$ cat src/design/contiguous_frame_allocator_macros.svh
// Assertion macros for the contiguous frame allocator.
// Included by the top level; uses its clk and rst_n signals.
`ifndef CONTIGUOUS_FRAME_ALLOCATOR_MACROS_SVH
`define CONTIGUOUS_FRAME_ALLOCATOR_MACROS_SVH

// Same-cycle implication, checked outside reset.
`define CFA_ASSERT_IMP(label, ante, cons, msg) \
    label: assert property (@(posedge clk) disable iff (!rst_n) (ante) |-> (cons)) \
        else $error(msg);

// Next-cycle implication, checked outside reset.
`define CFA_ASSERT_NXT(label, ante, cons, msg) \
    label: assert property (@(posedge clk) disable iff (!rst_n) (ante) |=> (cons)) \
        else $error(msg);

`endif

$ cat src/design/cfa_pkg.sv
// Shared types, constants and helper functions of the contiguous frame allocator.
// Used by cfa_engine and contiguous_frame_allocator; depends on nothing.
package cfa_pkg;

    localparam int MAX_FRAMES = 1024;
    localparam int IDX_W      = $clog2(MAX_FRAMES);
    localparam int CNT_W      = $clog2(MAX_FRAMES + 1);
    localparam int FRAME_W    = 20;
    localparam int COUNT_W    = 11;
    localparam int FUNC_W     = 2;
    localparam int STATUS_W   = 2;
    localparam int ST_W       = 2;
    localparam int SUM_W      = FRAME_W + 1;

    localparam int IN_BITS     = FRAME_W + COUNT_W;
    localparam int IN_TDATA_W  = ((IN_BITS + 7) / 8) * 8;
    localparam int OUT_BITS    = FRAME_W + STATUS_W + COUNT_W;
    localparam int OUT_TDATA_W = ((OUT_BITS + 7) / 8) * 8;
    localparam int OUT_STAT_LSB = FRAME_W;
    localparam int OUT_FREE_LSB = FRAME_W + STATUS_W;

    localparam int CFG_IDX_W  = 2;
    localparam int CFG_DATA_W = FRAME_W;

    typedef enum logic [FUNC_W-1:0] {
        FUNC_ALLOC   = 2'd0,
        FUNC_RELEASE = 2'd1,
        FUNC_MARK    = 2'd2,
        FUNC_INIT    = 2'd3
    } func_t;

    typedef enum logic [STATUS_W-1:0] {
        STAT_OK       = 2'd0,
        STAT_NO_FIT   = 2'd1,
        STAT_OUTSIDE  = 2'd2,
        STAT_NOT_HEAD = 2'd3
    } status_t;

    // Per-frame state encodings.
    localparam logic [ST_W-1:0] FS_INACC = 2'd0;
    localparam logic [ST_W-1:0] FS_HEAD  = 2'd1;
    localparam logic [ST_W-1:0] FS_USED  = 2'd2;
    localparam logic [ST_W-1:0] FS_FREE  = 2'd3;

    // Configuration register indexes.
    localparam logic [CFG_IDX_W-1:0] CFG_BASE_FRAME   = 2'd0;
    localparam logic [CFG_IDX_W-1:0] CFG_TOTAL_FRAMES = 2'd1;
    localparam logic [CFG_IDX_W-1:0] CFG_RESERVE      = 2'd2;

    localparam logic [FRAME_W-1:0] BASE_RESET  = '0;
    localparam logic [COUNT_W-1:0] TOTAL_RESET = 11'd1024;
    localparam logic               RESERVE_RESET = 1'b1;

    localparam logic [CNT_W-1:0] RESET_FREE =
        (MAX_FRAMES < 1024) ? CNT_W'(MAX_FRAMES) : CNT_W'(1024);
    localparam logic [CNT_W-1:0] LAST_IDX = CNT_W'(MAX_FRAMES - 1);
    localparam int COUNT_MAX = (1 << COUNT_W) - 1;

    typedef struct packed {
        logic [FRAME_W-1:0] base_frame;
        logic [COUNT_W-1:0] total_frames;
        logic               reserve_first;
    } cfg_t;

    typedef struct packed {
        logic               valid;
        logic [FRAME_W-1:0] result_frame;
        status_t            status;
        logic [COUNT_W-1:0] free_count;
    } res_t;

    typedef struct packed {
        logic             we;
        logic [IDX_W-1:0] waddr;
        logic [ST_W-1:0]  wdata;
        logic [IDX_W-1:0] raddr;
    } mem_req_t;

    // Pool size is the configured frame count clipped to the state memory depth.
    function automatic logic [CNT_W-1:0] pool_size(input logic [COUNT_W-1:0] total);
        if (32'(total) > MAX_FRAMES)
            return CNT_W'(MAX_FRAMES);
        else
            return CNT_W'(total);
    endfunction

    function automatic logic [COUNT_W-1:0] sat_count(input logic [CNT_W-1:0] value);
        if (32'(value) > COUNT_MAX)
            return '1;
        else
            return COUNT_W'(value);
    endfunction

endpackage

$ cat src/design/cfa_ram.sv
// Generic simple dual-port RAM: one write port, one read port, registered read data.
// Standalone; no package dependency.
module cfa_ram #(
    parameter int WIDTH = 2,
    parameter int DEPTH = 1024
) (
    input  logic                     clk,
    input  logic                     we,
    input  logic [$clog2(DEPTH)-1:0] waddr,
    input  logic [WIDTH-1:0]         wdata,
    input  logic [$clog2(DEPTH)-1:0] raddr,
    output logic [WIDTH-1:0]         rdata
);

    logic [WIDTH-1:0] mem [DEPTH];

    always_ff @(posedge clk)
    begin
        if (we)
        begin
            mem[waddr] <= wdata;
        end
        rdata <= mem[raddr];
    end

endmodule

$ cat src/design/cfa_engine.sv
// Operation sequencer of the frame allocator: walks the frame state memory
// one entry per cycle. Depends on cfa_pkg; drives the state RAM in the top level.
module cfa_engine (
    input  logic                          clk,
    input  logic                          rst_n,
    input  cfa_pkg::cfg_t                 cfg,
    input  logic                          in_valid,
    output logic                          in_ready,
    input  cfa_pkg::func_t                in_func,
    input  logic [cfa_pkg::FRAME_W-1:0]   in_frame,
    input  logic [cfa_pkg::COUNT_W-1:0]   in_count,
    input  logic                          out_free,
    output cfa_pkg::res_t                 res,
    output cfa_pkg::mem_req_t             mem,
    input  logic [cfa_pkg::ST_W-1:0]      mem_rdata
);
    import cfa_pkg::*;

    typedef enum logic [3:0] {
        S_CLEAR,
        S_IDLE,
        S_DISPATCH,
        S_SCAN,
        S_ALLOC_WR,
        S_REL_CHECK,
        S_REL_WALK,
        S_MARK_WR,
        S_INIT_WR,
        S_DONE
    } state_t;

    state_t             state_reg, state_next;
    func_t              func_reg, func_next;
    logic [FRAME_W-1:0] frame_reg, frame_next;
    logic [COUNT_W-1:0] count_reg, count_next;
    logic [CNT_W-1:0]   addr_reg, addr_next;
    logic [CNT_W-1:0]   end_reg, end_next;
    logic [CNT_W-1:0]   start_reg, start_next;
    logic [CNT_W-1:0]   run_reg, run_next;
    logic [CNT_W-1:0]   free_reg, free_next;
    status_t            status_reg, status_next;
    logic [FRAME_W-1:0] result_reg, result_next;

    logic [CNT_W-1:0]   pool_n;
    logic [CNT_W-1:0]   addr_inc;
    logic [CNT_W-1:0]   run_inc;
    logic [CNT_W-1:0]   free_dec;
    logic [CNT_W-1:0]   free_inc;
    logic [FRAME_W-1:0] rel_off;
    logic               rel_in;
    logic [SUM_W-1:0]   mark_lo;
    logic [SUM_W-1:0]   mark_hi_req;
    logic [SUM_W-1:0]   mark_hi_pool;
    logic [SUM_W-1:0]   mark_hi;
    logic               mark_any;
    logic               rd_free;
    logic               found;

    assign pool_n   = pool_size(cfg.total_frames);
    assign addr_inc = addr_reg + 1'b1;
    assign run_inc  = run_reg + 1'b1;
    assign free_dec = (free_reg != '0) ? free_reg - 1'b1 : free_reg;
    assign free_inc = (32'(free_reg) < MAX_FRAMES) ? free_reg + 1'b1 : free_reg;

    assign rel_off = frame_reg - cfg.base_frame;
    assign rel_in  = (frame_reg >= cfg.base_frame) && (32'(rel_off) < 32'(pool_n));

    // The mark range is clipped to the pool on both ends before the write sweep.
    assign mark_lo      = (frame_reg < cfg.base_frame) ? SUM_W'(cfg.base_frame)
                                                       : SUM_W'(frame_reg);
    assign mark_hi_req  = SUM_W'(frame_reg) + SUM_W'(count_reg);
    assign mark_hi_pool = SUM_W'(cfg.base_frame) + SUM_W'(pool_n);
    assign mark_hi      = (mark_hi_req > mark_hi_pool) ? mark_hi_pool : mark_hi_req;
    assign mark_any     = mark_hi > mark_lo;

    assign rd_free = (mem_rdata == FS_FREE);
    assign found   = rd_free && (32'(run_inc) == 32'(count_reg));

    always_comb
    begin
        state_next  = state_reg;
        func_next   = func_reg;
        frame_next  = frame_reg;
        count_next  = count_reg;
        addr_next   = addr_reg;
        end_next    = end_reg;
        start_next  = start_reg;
        run_next    = run_reg;
        free_next   = free_reg;
        status_next = status_reg;
        result_next = result_reg;

        mem.we    = 1'b0;
        mem.waddr = addr_reg[IDX_W-1:0];
        mem.wdata = FS_FREE;
        mem.raddr = addr_reg[IDX_W-1:0];

        in_ready         = (state_reg == S_IDLE);
        res.valid        = 1'b0;
        res.result_frame = result_reg;
        res.status       = status_reg;
        res.free_count   = sat_count(free_reg);

        unique case (state_reg)
            S_CLEAR:
            begin
                mem.we = 1'b1;
                if (addr_reg == LAST_IDX)
                begin
                    addr_next  = '0;
                    state_next = S_IDLE;
                end
                else
                begin
                    addr_next = addr_inc;
                end
            end

            S_IDLE:
            begin
                if (in_valid)
                begin
                    func_next  = in_func;
                    frame_next = in_frame;
                    count_next = in_count;
                    state_next = S_DISPATCH;
                end
            end

            S_DISPATCH:
            begin
                status_next = STAT_OK;
                result_next = '0;
                addr_next   = '0;
                case (func_reg)
                    FUNC_ALLOC:
                    begin
                        if (count_reg == '0 || 32'(count_reg) > 32'(free_reg)
                            || pool_n == '0)
                        begin
                            status_next = STAT_NO_FIT;
                            state_next  = S_DONE;
                        end
                        else
                        begin
                            run_next   = '0;
                            start_next = '0;
                            mem.raddr  = '0;
                            state_next = S_SCAN;
                        end
                    end
                    FUNC_RELEASE:
                    begin
                        if (!rel_in)
                        begin
                            status_next = STAT_OUTSIDE;
                            state_next  = S_DONE;
                        end
                        else
                        begin
                            addr_next  = CNT_W'(rel_off);
                            mem.raddr  = rel_off[IDX_W-1:0];
                            state_next = S_REL_CHECK;
                        end
                    end
                    FUNC_MARK:
                    begin
                        if (mark_any)
                        begin
                            addr_next  = CNT_W'(mark_lo - SUM_W'(cfg.base_frame));
                            end_next   = CNT_W'(mark_hi - SUM_W'(cfg.base_frame));
                            state_next = S_MARK_WR;
                        end
                        else
                        begin
                            state_next = S_DONE;
                        end
                    end
                    FUNC_INIT:
                    begin
                        free_next  = (cfg.reserve_first && pool_n != '0) ? pool_n - 1'b1
                                                                         : pool_n;
                        state_next = S_INIT_WR;
                    end
                    default:
                    begin
                        state_next = S_DONE;
                    end
                endcase
            end

            // Linear first-fit scan: the read for addr_reg was issued last cycle.
            S_SCAN:
            begin
                if (found)
                begin
                    end_next   = addr_reg;
                    addr_next  = start_reg;
                    state_next = S_ALLOC_WR;
                end
                else
                begin
                    run_next = rd_free ? run_inc : '0;
                    if (!rd_free)
                    begin
                        start_next = addr_inc;
                    end
                    if (addr_inc == pool_n)
                    begin
                        status_next = STAT_NO_FIT;
                        state_next  = S_DONE;
                    end
                    else
                    begin
                        addr_next = addr_inc;
                        mem.raddr = addr_inc[IDX_W-1:0];
                    end
                end
            end

            S_ALLOC_WR:
            begin
                mem.we    = 1'b1;
                mem.wdata = (addr_reg == start_reg) ? FS_HEAD : FS_USED;
                free_next = free_dec;
                if (addr_reg == end_reg)
                begin
                    result_next = cfg.base_frame + FRAME_W'(start_reg);
                    state_next  = S_DONE;
                end
                else
                begin
                    addr_next = addr_inc;
                end
            end

            S_REL_CHECK:
            begin
                if (mem_rdata != FS_HEAD)
                begin
                    status_next = STAT_NOT_HEAD;
                    state_next  = S_DONE;
                end
                else
                begin
                    mem.we     = 1'b1;
                    free_next  = free_inc;
                    addr_next  = addr_inc;
                    mem.raddr  = addr_inc[IDX_W-1:0];
                    state_next = S_REL_WALK;
                end
            end

            // The write goes to addr_reg while the read fetches the entry after it,
            // so a read never meets a write to the same entry.
            S_REL_WALK:
            begin
                if (addr_reg < pool_n && mem_rdata == FS_USED)
                begin
                    mem.we    = 1'b1;
                    free_next = free_inc;
                    addr_next = addr_inc;
                    mem.raddr = addr_inc[IDX_W-1:0];
                end
                else
                begin
                    state_next = S_DONE;
                end
            end

            S_MARK_WR:
            begin
                mem.we    = 1'b1;
                mem.wdata = FS_INACC;
                addr_next = addr_inc;
                if (addr_inc == end_reg)
                begin
                    state_next = S_DONE;
                end
            end

            S_INIT_WR:
            begin
                mem.we    = 1'b1;
                mem.wdata = (addr_reg == '0 && cfg.reserve_first && pool_n != '0)
                            ? FS_HEAD : FS_FREE;
                if (addr_reg == LAST_IDX)
                begin
                    addr_next  = '0;
                    state_next = S_DONE;
                end
                else
                begin
                    addr_next = addr_inc;
                end
            end

            S_DONE:
            begin
                if (out_free)
                begin
                    res.valid  = 1'b1;
                    state_next = S_IDLE;
                end
            end

            default:
            begin
                state_next = S_IDLE;
            end
        endcase
    end

    always_ff @(posedge clk or negedge rst_n)
    begin
        if (!rst_n)
        begin
            state_reg <= S_CLEAR;
            addr_reg  <= '0;
            free_reg  <= RESET_FREE;
        end
        else
        begin
            state_reg <= state_next;
            addr_reg  <= addr_next;
            free_reg  <= free_next;
        end
    end

    always_ff @(posedge clk)
    begin
        func_reg   <= func_next;
        frame_reg  <= frame_next;
        count_reg  <= count_next;
        end_reg    <= end_next;
        start_reg  <= start_next;
        run_reg    <= run_next;
        status_reg <= status_next;
        result_reg <= result_next;
    end

endmodule

$ cat src/design/contiguous_frame_allocator.sv
// Top level of the contiguous frame allocator: ports, configuration registers,
// output register and the frame state RAM. Depends on cfa_pkg, cfa_ram, cfa_engine.
//
// Usage: one item on the s_ channel is one operation (tuser selects allocate,
// release, mark inaccessible or initialize); each item yields exactly one item
// on the m_ channel with the head frame, a status code and the free count.
// Configuration registers are written over cfg_valid/cfg_index/cfg_data,
// always ready; the user must write them only while no operation is in flight,
// as the block itself does not enforce it. Allocate scans the state RAM
// linearly, then writes once per frame of the run; release walks the run one
// frame per cycle; mark writes once per frame of the clipped range; initialize
// writes every entry of the state RAM once. The state RAM has a single write
// port; one item is worked on at a time.
// After reset the block runs a clearing pass that marks every frame free;
// s_tready stays low during it.
// A result waits in the output register while m_tready is low; the next item
// is accepted and worked on meanwhile, and its result is held until the slot frees.
`include "contiguous_frame_allocator_macros.svh"

module contiguous_frame_allocator (
    input  logic                              clk,
    input  logic                              rst_n,
    input  logic                              s_tvalid,
    output logic                              s_tready,
    // [19:0] frame_number, [30:20] frame_count, [31] zero
    input  logic [cfa_pkg::IN_TDATA_W-1:0]    s_tdata,
    // [1:0] func
    input  logic [cfa_pkg::FUNC_W-1:0]        s_tuser,
    output logic                              m_tvalid,
    input  logic                              m_tready,
    // [19:0] result_frame, [21:20] status, [32:22] free_count, [39:33] zero
    output logic [cfa_pkg::OUT_TDATA_W-1:0]   m_tdata,
    input  logic                              cfg_valid,
    output logic                              cfg_ready,
    input  logic [cfa_pkg::CFG_IDX_W-1:0]     cfg_index,
    input  logic [cfa_pkg::CFG_DATA_W-1:0]    cfg_data
);
    import cfa_pkg::*;

    logic [FRAME_W-1:0]     base_reg;
    logic [COUNT_W-1:0]     total_reg;
    logic                   reserve_reg;
    logic                   m_tvalid_reg;
    logic [OUT_TDATA_W-1:0] m_tdata_reg;

    cfg_t                   cfg;
    res_t                   eng_res;
    mem_req_t               mem;
    logic [ST_W-1:0]        mem_rdata;
    logic                   out_free;

    assign cfg_ready = 1'b1;
    assign cfg.base_frame    = base_reg;
    assign cfg.total_frames  = total_reg;
    assign cfg.reserve_first = reserve_reg;

    always_ff @(posedge clk or negedge rst_n)
    begin
        if (!rst_n)
        begin
            base_reg    <= BASE_RESET;
            total_reg   <= TOTAL_RESET;
            reserve_reg <= RESERVE_RESET;
        end
        else if (cfg_valid)
        begin
            unique case (cfg_index)
                CFG_BASE_FRAME:   base_reg    <= cfg_data[FRAME_W-1:0];
                CFG_TOTAL_FRAMES: total_reg   <= cfg_data[COUNT_W-1:0];
                CFG_RESERVE:      reserve_reg <= cfg_data[0];
                default:          ;
            endcase
        end
    end

    assign out_free = !m_tvalid_reg || m_tready;

    cfa_engine u_engine (
        .clk       (clk),
        .rst_n     (rst_n),
        .cfg       (cfg),
        .in_valid  (s_tvalid),
        .in_ready  (s_tready),
        .in_func   (func_t'(s_tuser)),
        .in_frame  (s_tdata[FRAME_W-1:0]),
        .in_count  (s_tdata[FRAME_W +: COUNT_W]),
        .out_free  (out_free),
        .res       (eng_res),
        .mem       (mem),
        .mem_rdata (mem_rdata)
    );

    cfa_ram #(
        .WIDTH (ST_W),
        .DEPTH (MAX_FRAMES)
    ) u_state_ram (
        .clk   (clk),
        .we    (mem.we),
        .waddr (mem.waddr),
        .wdata (mem.wdata),
        .raddr (mem.raddr),
        .rdata (mem_rdata)
    );

    always_ff @(posedge clk or negedge rst_n)
    begin
        if (!rst_n)
        begin
            m_tvalid_reg <= 1'b0;
        end
        else if (eng_res.valid)
        begin
            m_tvalid_reg <= 1'b1;
        end
        else if (m_tready)
        begin
            m_tvalid_reg <= 1'b0;
        end
    end

    always_ff @(posedge clk)
    begin
        if (eng_res.valid)
        begin
            m_tdata_reg <= {{(OUT_TDATA_W - OUT_BITS){1'b0}}, eng_res.free_count,
                            eng_res.status, eng_res.result_frame};
        end
    end

    assign m_tvalid = m_tvalid_reg;
    assign m_tdata  = m_tdata_reg;

    `CFA_ASSERT_IMP(a_result_slot_free, eng_res.valid, !m_tvalid_reg || m_tready, "result issued into a busy output register")
    `CFA_ASSERT_NXT(a_one_op_in_flight, s_tvalid && s_tready, !s_tready, "second item accepted while an operation runs")
    `CFA_ASSERT_IMP(a_fail_has_no_frame, m_tvalid_reg && m_tdata_reg[OUT_STAT_LSB +: STATUS_W] != STAT_OK, m_tdata_reg[FRAME_W-1:0] == '0, "failed operation reports a frame")
    `CFA_ASSERT_IMP(a_free_count_bound, m_tvalid_reg, 32'(m_tdata_reg[OUT_FREE_LSB +: COUNT_W]) <= MAX_FRAMES, "free count above pool capacity")

endmodule
$ cat config.mk
export PLATFORM = sky130hd
export DESIGN_NAME = contiguous_frame_allocator
export DESIGN_NICKNAME = d
export VERILOG_FILES = /design/src/design/cfa_pkg.sv /design/src/design/cfa_ram.sv /design/src/design/cfa_engine.sv /design/src/design/contiguous_frame_allocator.sv
export VERILOG_INCLUDE_DIRS = /design/src /design/src/design
export SDC_FILE = /design/constraint.sdc
export NUM_CORES = 2
export LEC_CHECK = 0
export BUFFER_PORTS_ARGS = -buffer_cell sky130_fd_sc_hd__buf_2
export CELL_PAD_IN_SITES_DETAIL_PLACEMENT = 0
export CELL_PAD_IN_SITES_GLOBAL_PLACEMENT = 1
export CORE_UTILIZATION = 50
export DETAILED_ROUTE_END_ITERATION = 10
export GPL_ROUTABILITY_DRIVEN = 0
export PLACE_DENSITY_LB_ADDON = 0.15
export SLEW_MARGIN = 20
export SYNTH_ARGS = -nofsm -noshare
export SYNTH_HDL_FRONTEND = slang
export SYNTH_SLANG_ARGS = --single-unit
$ cat constraint.sdc
create_clock -name clk -period 67.9 [get_ports clk]
set_clock_uncertainty 0.1 [all_clocks]
set_input_delay 3.395 -clock clk [delete_from_list [all_inputs] [get_ports clk]]
set_output_delay 3.395 -clock clk [all_outputs]
set_load 0.02 [all_outputs]
==> metrics.md <==
| Metric | Value |
|---|---|
| Outcome | completed |
| RR Startpoint | base_reg[1] |
| Flops & latches, synth | about 2200 |
| CTS buffer count | 230 |
| H-Tree Depth | 4 |
| Largest family of logic cells by synthesized area | simple AND/OR/NAND/NOR gates |
| Seq/Total Area, Yosys | between 60% and 70% |
| Die H | 449.7 um |
| Fraction of synthesized area in multiplexers | 6.356% |
| Hold Crit Depth | 0 |
| Root buffer cell | clkbuf_16 |
| Initial antenna violation count | 16 |
| Tcrit/Tclk final | ~17% |
| CP Launch Type | flop |
| TritonCTS clock tree | done |
| Fin crit period | around 12000 ps |
| Storage cell area | ~67000 um2 |
| DR WL/cell | 29.08 um |
| First-pass GRT wire length | ~450000 um |
| Peak Freq | between 0.08 and 0.09 GHz |
| Die Wd | 449.7 um |
| DPL Wire Length | approximately 190000 um |
| Area of the core | approximately 200000 um2 |
| Max Cap Viol | 0 |
| Top FF cell, synth | edfxtp_1 |
| Starting Density | roughly half |
| EDFF count, synth | ~2200 |
| Num rows | 163 |
| Port buffer count | 94 |
| Fraction of layout cells with a size suffix above 1 | a little over a tenth |
| Setup TNS | 0 ps |
| Design area | 110800 um2 |
| Via-to-Cell Ratio | ~6.2 |
| DR iter-0 viols | 8327 |
| Static leakage | 40.21 nW |
| Post-synthesis xor/xnor area fraction | under 10% |
| CP Data Arrival Time | 12400 ps |
| Antenna Nets Post-Route | 0 |
| Simple-gate area share of the yosys netlist | about 14% |
| Yosys warns | 0 |
| Critical Path Slowest Stage Cell | nor4_1 |
| Synth Area in Adders | under 10% |
| Nets | between 8000 and 9000 |
| Largest net degree at the start of global routing | roughly 240 |
| Mean Syn Cell Area | 12.66 um2 |
| Peak supply drop | roughly 0.057 mV |
| Most frequent CP cell | buf_4 |
| Vias | about 67000 |
| Fill cell count | between 15000 and 20000 |
| Worst hold start | u_engine.result_reg[18] |
| Critical path endpoint category | flop |
| Post-cts resize count | 0 |
| Clock tree sinks | roughly 2200 |
| CTS clk-pin slew, worst paths | approximately 60 ps |
| Final setup violation count | 0 |
| Cell count after synthesis | around 8000 |
| CP required | around 69000 ps |
| Critical path peak fanout | around 120 |
| Skew-Pair Late Insertion Delay | approximately 880 ps |
| Slew Limit Fails | 0 |
| Mapped Area | 100200 um2 |
| Area of the multi-input gates | ~31000 um2 |
| Area of placed instances | 103200 um2 |
| Hold Path Class | reg2reg |
| Hold_buf cts | 0 |
| Slew margin rel. | 10.06% |
| Post CTS Setup Buffer Count | 0 |
| Tot GR Track Use | between 30% and 40% |
| Critical Path Max Stage Delay | 1030 ps |
| Reg-to-reg slack, setup | roughly 56000 ps |
| Io pins | roughly 100 |
| Total grt overflow | 0 |
| Final Hold Fails | 0 |
| Drt drc | 0 |
| Vias in the first global route | 64740 |
| Register-to-Register Path Depth | 28 |
| WS Path Type | reg2reg |
| Synth Area in Compound Gates | 6.717% |
| Max Root-Sink Buffers | 3 |
| Synth unique cells | around 110 |
| Die area | around 200000 um2 |
| Reg-to-Reg End | u_state_ram.rdata[0] |
| Worst hold endpoint | m_tdata[18] |
| First-pass iteration count of the detailed router | 6 |
| Final wirelength | about 310000 um |
| Layout area overhead | 10.57% |
| Pwr Density | 44.04 nW/um2 |
| Share of flip-flops with an asynchronous set or reset | ~2.6% |
| Max FFs per register | just over 2000 |
| RSZ-0062 raised after global routing | no |
| Slew of the pin with the lowest slew margin | around 1300 ps |
[power breakdown]
part	leakage, nW	switching, mW	internal, mW
logic	11.2	1.44	0.561
registers	25.3	0.0504	1.57
clock network	3.69	0.541	0.726
total	40.2	2.03	2.85
[metal layers]
layer  routed length [um]  vias to the layer above  part of all wire [%]  GRT usage [%]
li1                     -                    29260                     -              -
met1               123900                    33830                    40          41.51
met2               150000                     3188                    48          49.74
met3                27410                      549                   8.8          4.954
met4                10720                        6                   3.4          10.09
met5                   52                        -                 0.017              0
[per-stage QoR]
stage / hold WS (ps) / setup slack, ps / instances / util [%] / power [mW]
2_1_floorplan: 300.3 / 30300 / 7920 / - / 2.951
3_3_place_gp: 304.7 / 56390 / 10300 / 52.07 / 3.608
3_5_place_dp: 306.3 / 56400 / 10300 / 52.08 / 3.617
4_1_cts: 323.7 / 56360 / 10730 / 55.89 / 4.874
5_1_grt: 325.3 / 55770 / 10730 / 55.90 / 5.053
6_report: 320.9 / 56150 / 10730 / 55.90 / 4.880
[synth_stat cells, drive strengths merged (76+ instances only)]
cell type	number	area [um2]
edfxtp	2169	65130
a32oi	76	665.6
o21ai	147	747.0
nor2	1213	4566
mux4	121	2725
clkbuf	276	1036
buf	279	1715
mux2i	330	3303
nand2	1104	4159
xnor2	104	910.9
inv	131	491.7
nand4	83	519.3
nand3	476	2387
o22ai	136	850.8
ha	167	2090
a21oi	240	1220
[worst max-delay path by stage]
stage | end | start | slack [ps] | depth (start not counted)
6_report | u_state_ram.rdata[0] | base_reg[1] | 56150 | 28
3_3_place_gp | u_state_ram.rdata[0] | base_reg[1] | 56390 | 28
2_1_floorplan | u_state_ram.mem[0][0] | u_engine.state_reg[1] | 30300 | 3
4_1_cts | u_state_ram.rdata[0] | base_reg[1] | 56360 | 28
3_5_place_dp | u_state_ram.rdata[0] | base_reg[1] | 56400 | 28
5_1_grt | u_state_ram.rdata[0] | base_reg[1] | 55770 | 28
[critical path, delay by kind of cell, from the launching register on]
| family | cells | cell delay [ps] |
|---|---|---|
| flops | 1 | 460 |
| fa+ha+maj | 2 | 690 |
| simple gates | 9 | 3350 |
| compound gates | 9 | 2780 |
| mux | 1 | 160 |
| buf+inv | 6 | 3160 |
| xor+xnor | 1 | 570 |
[layout by cell type, fill, tap and decap left out, types with 29 or more instances in the layout]
master        n
a221oi_1     34
mux2_2       29
o211ai_1     39
nor2_1     1197
ha_1        167
a21oi_1     232
inv_1       129
o22ai_1     136
a22oi_1      63
mux4_2      121
clkbuf_1     40
nand3_1     457
xnor2_1     104
mux2i_1     330
a32oi_1      76
nor3_1       56
dfrtp_1      55
clkinv_2     51
buf_2        94
nor4_1       57
o21ai_0     134
a31oi_1      49
clkbuf_16   233
buf_4       190
nand4_1      83
edfxtp_1   2169
a21o_1       39
nand2_1    1093
nor2b_1      31
clkinv_1     60
xor2_1       45
[cells by family (layout without fill, tap and decap cells)]
family,count (synthesis),count (layout)
compound gates,1002,1002
xor+xnor,150,150
fa+ha+maj,174,174
buf+inv,688,860
flops,2230,2230
mux,481,481
other cells,2,10
simple gates,3187,3187
[layout make-up]
type / instances / share of cell area (%)
clock inverters: 158 / 1.413
flip-flops and latches: 2230 / 60.15
inverters: 133 / 0.4505
well taps: 2640 / 2.981
multi-input cells: 5002 / 27.69
repair buffers: 296 / 1.913
diodes: 2 / 0.004517
clock buffers: 273 / 5.397
No activity file was read; power rests on OpenSTA's default activity.
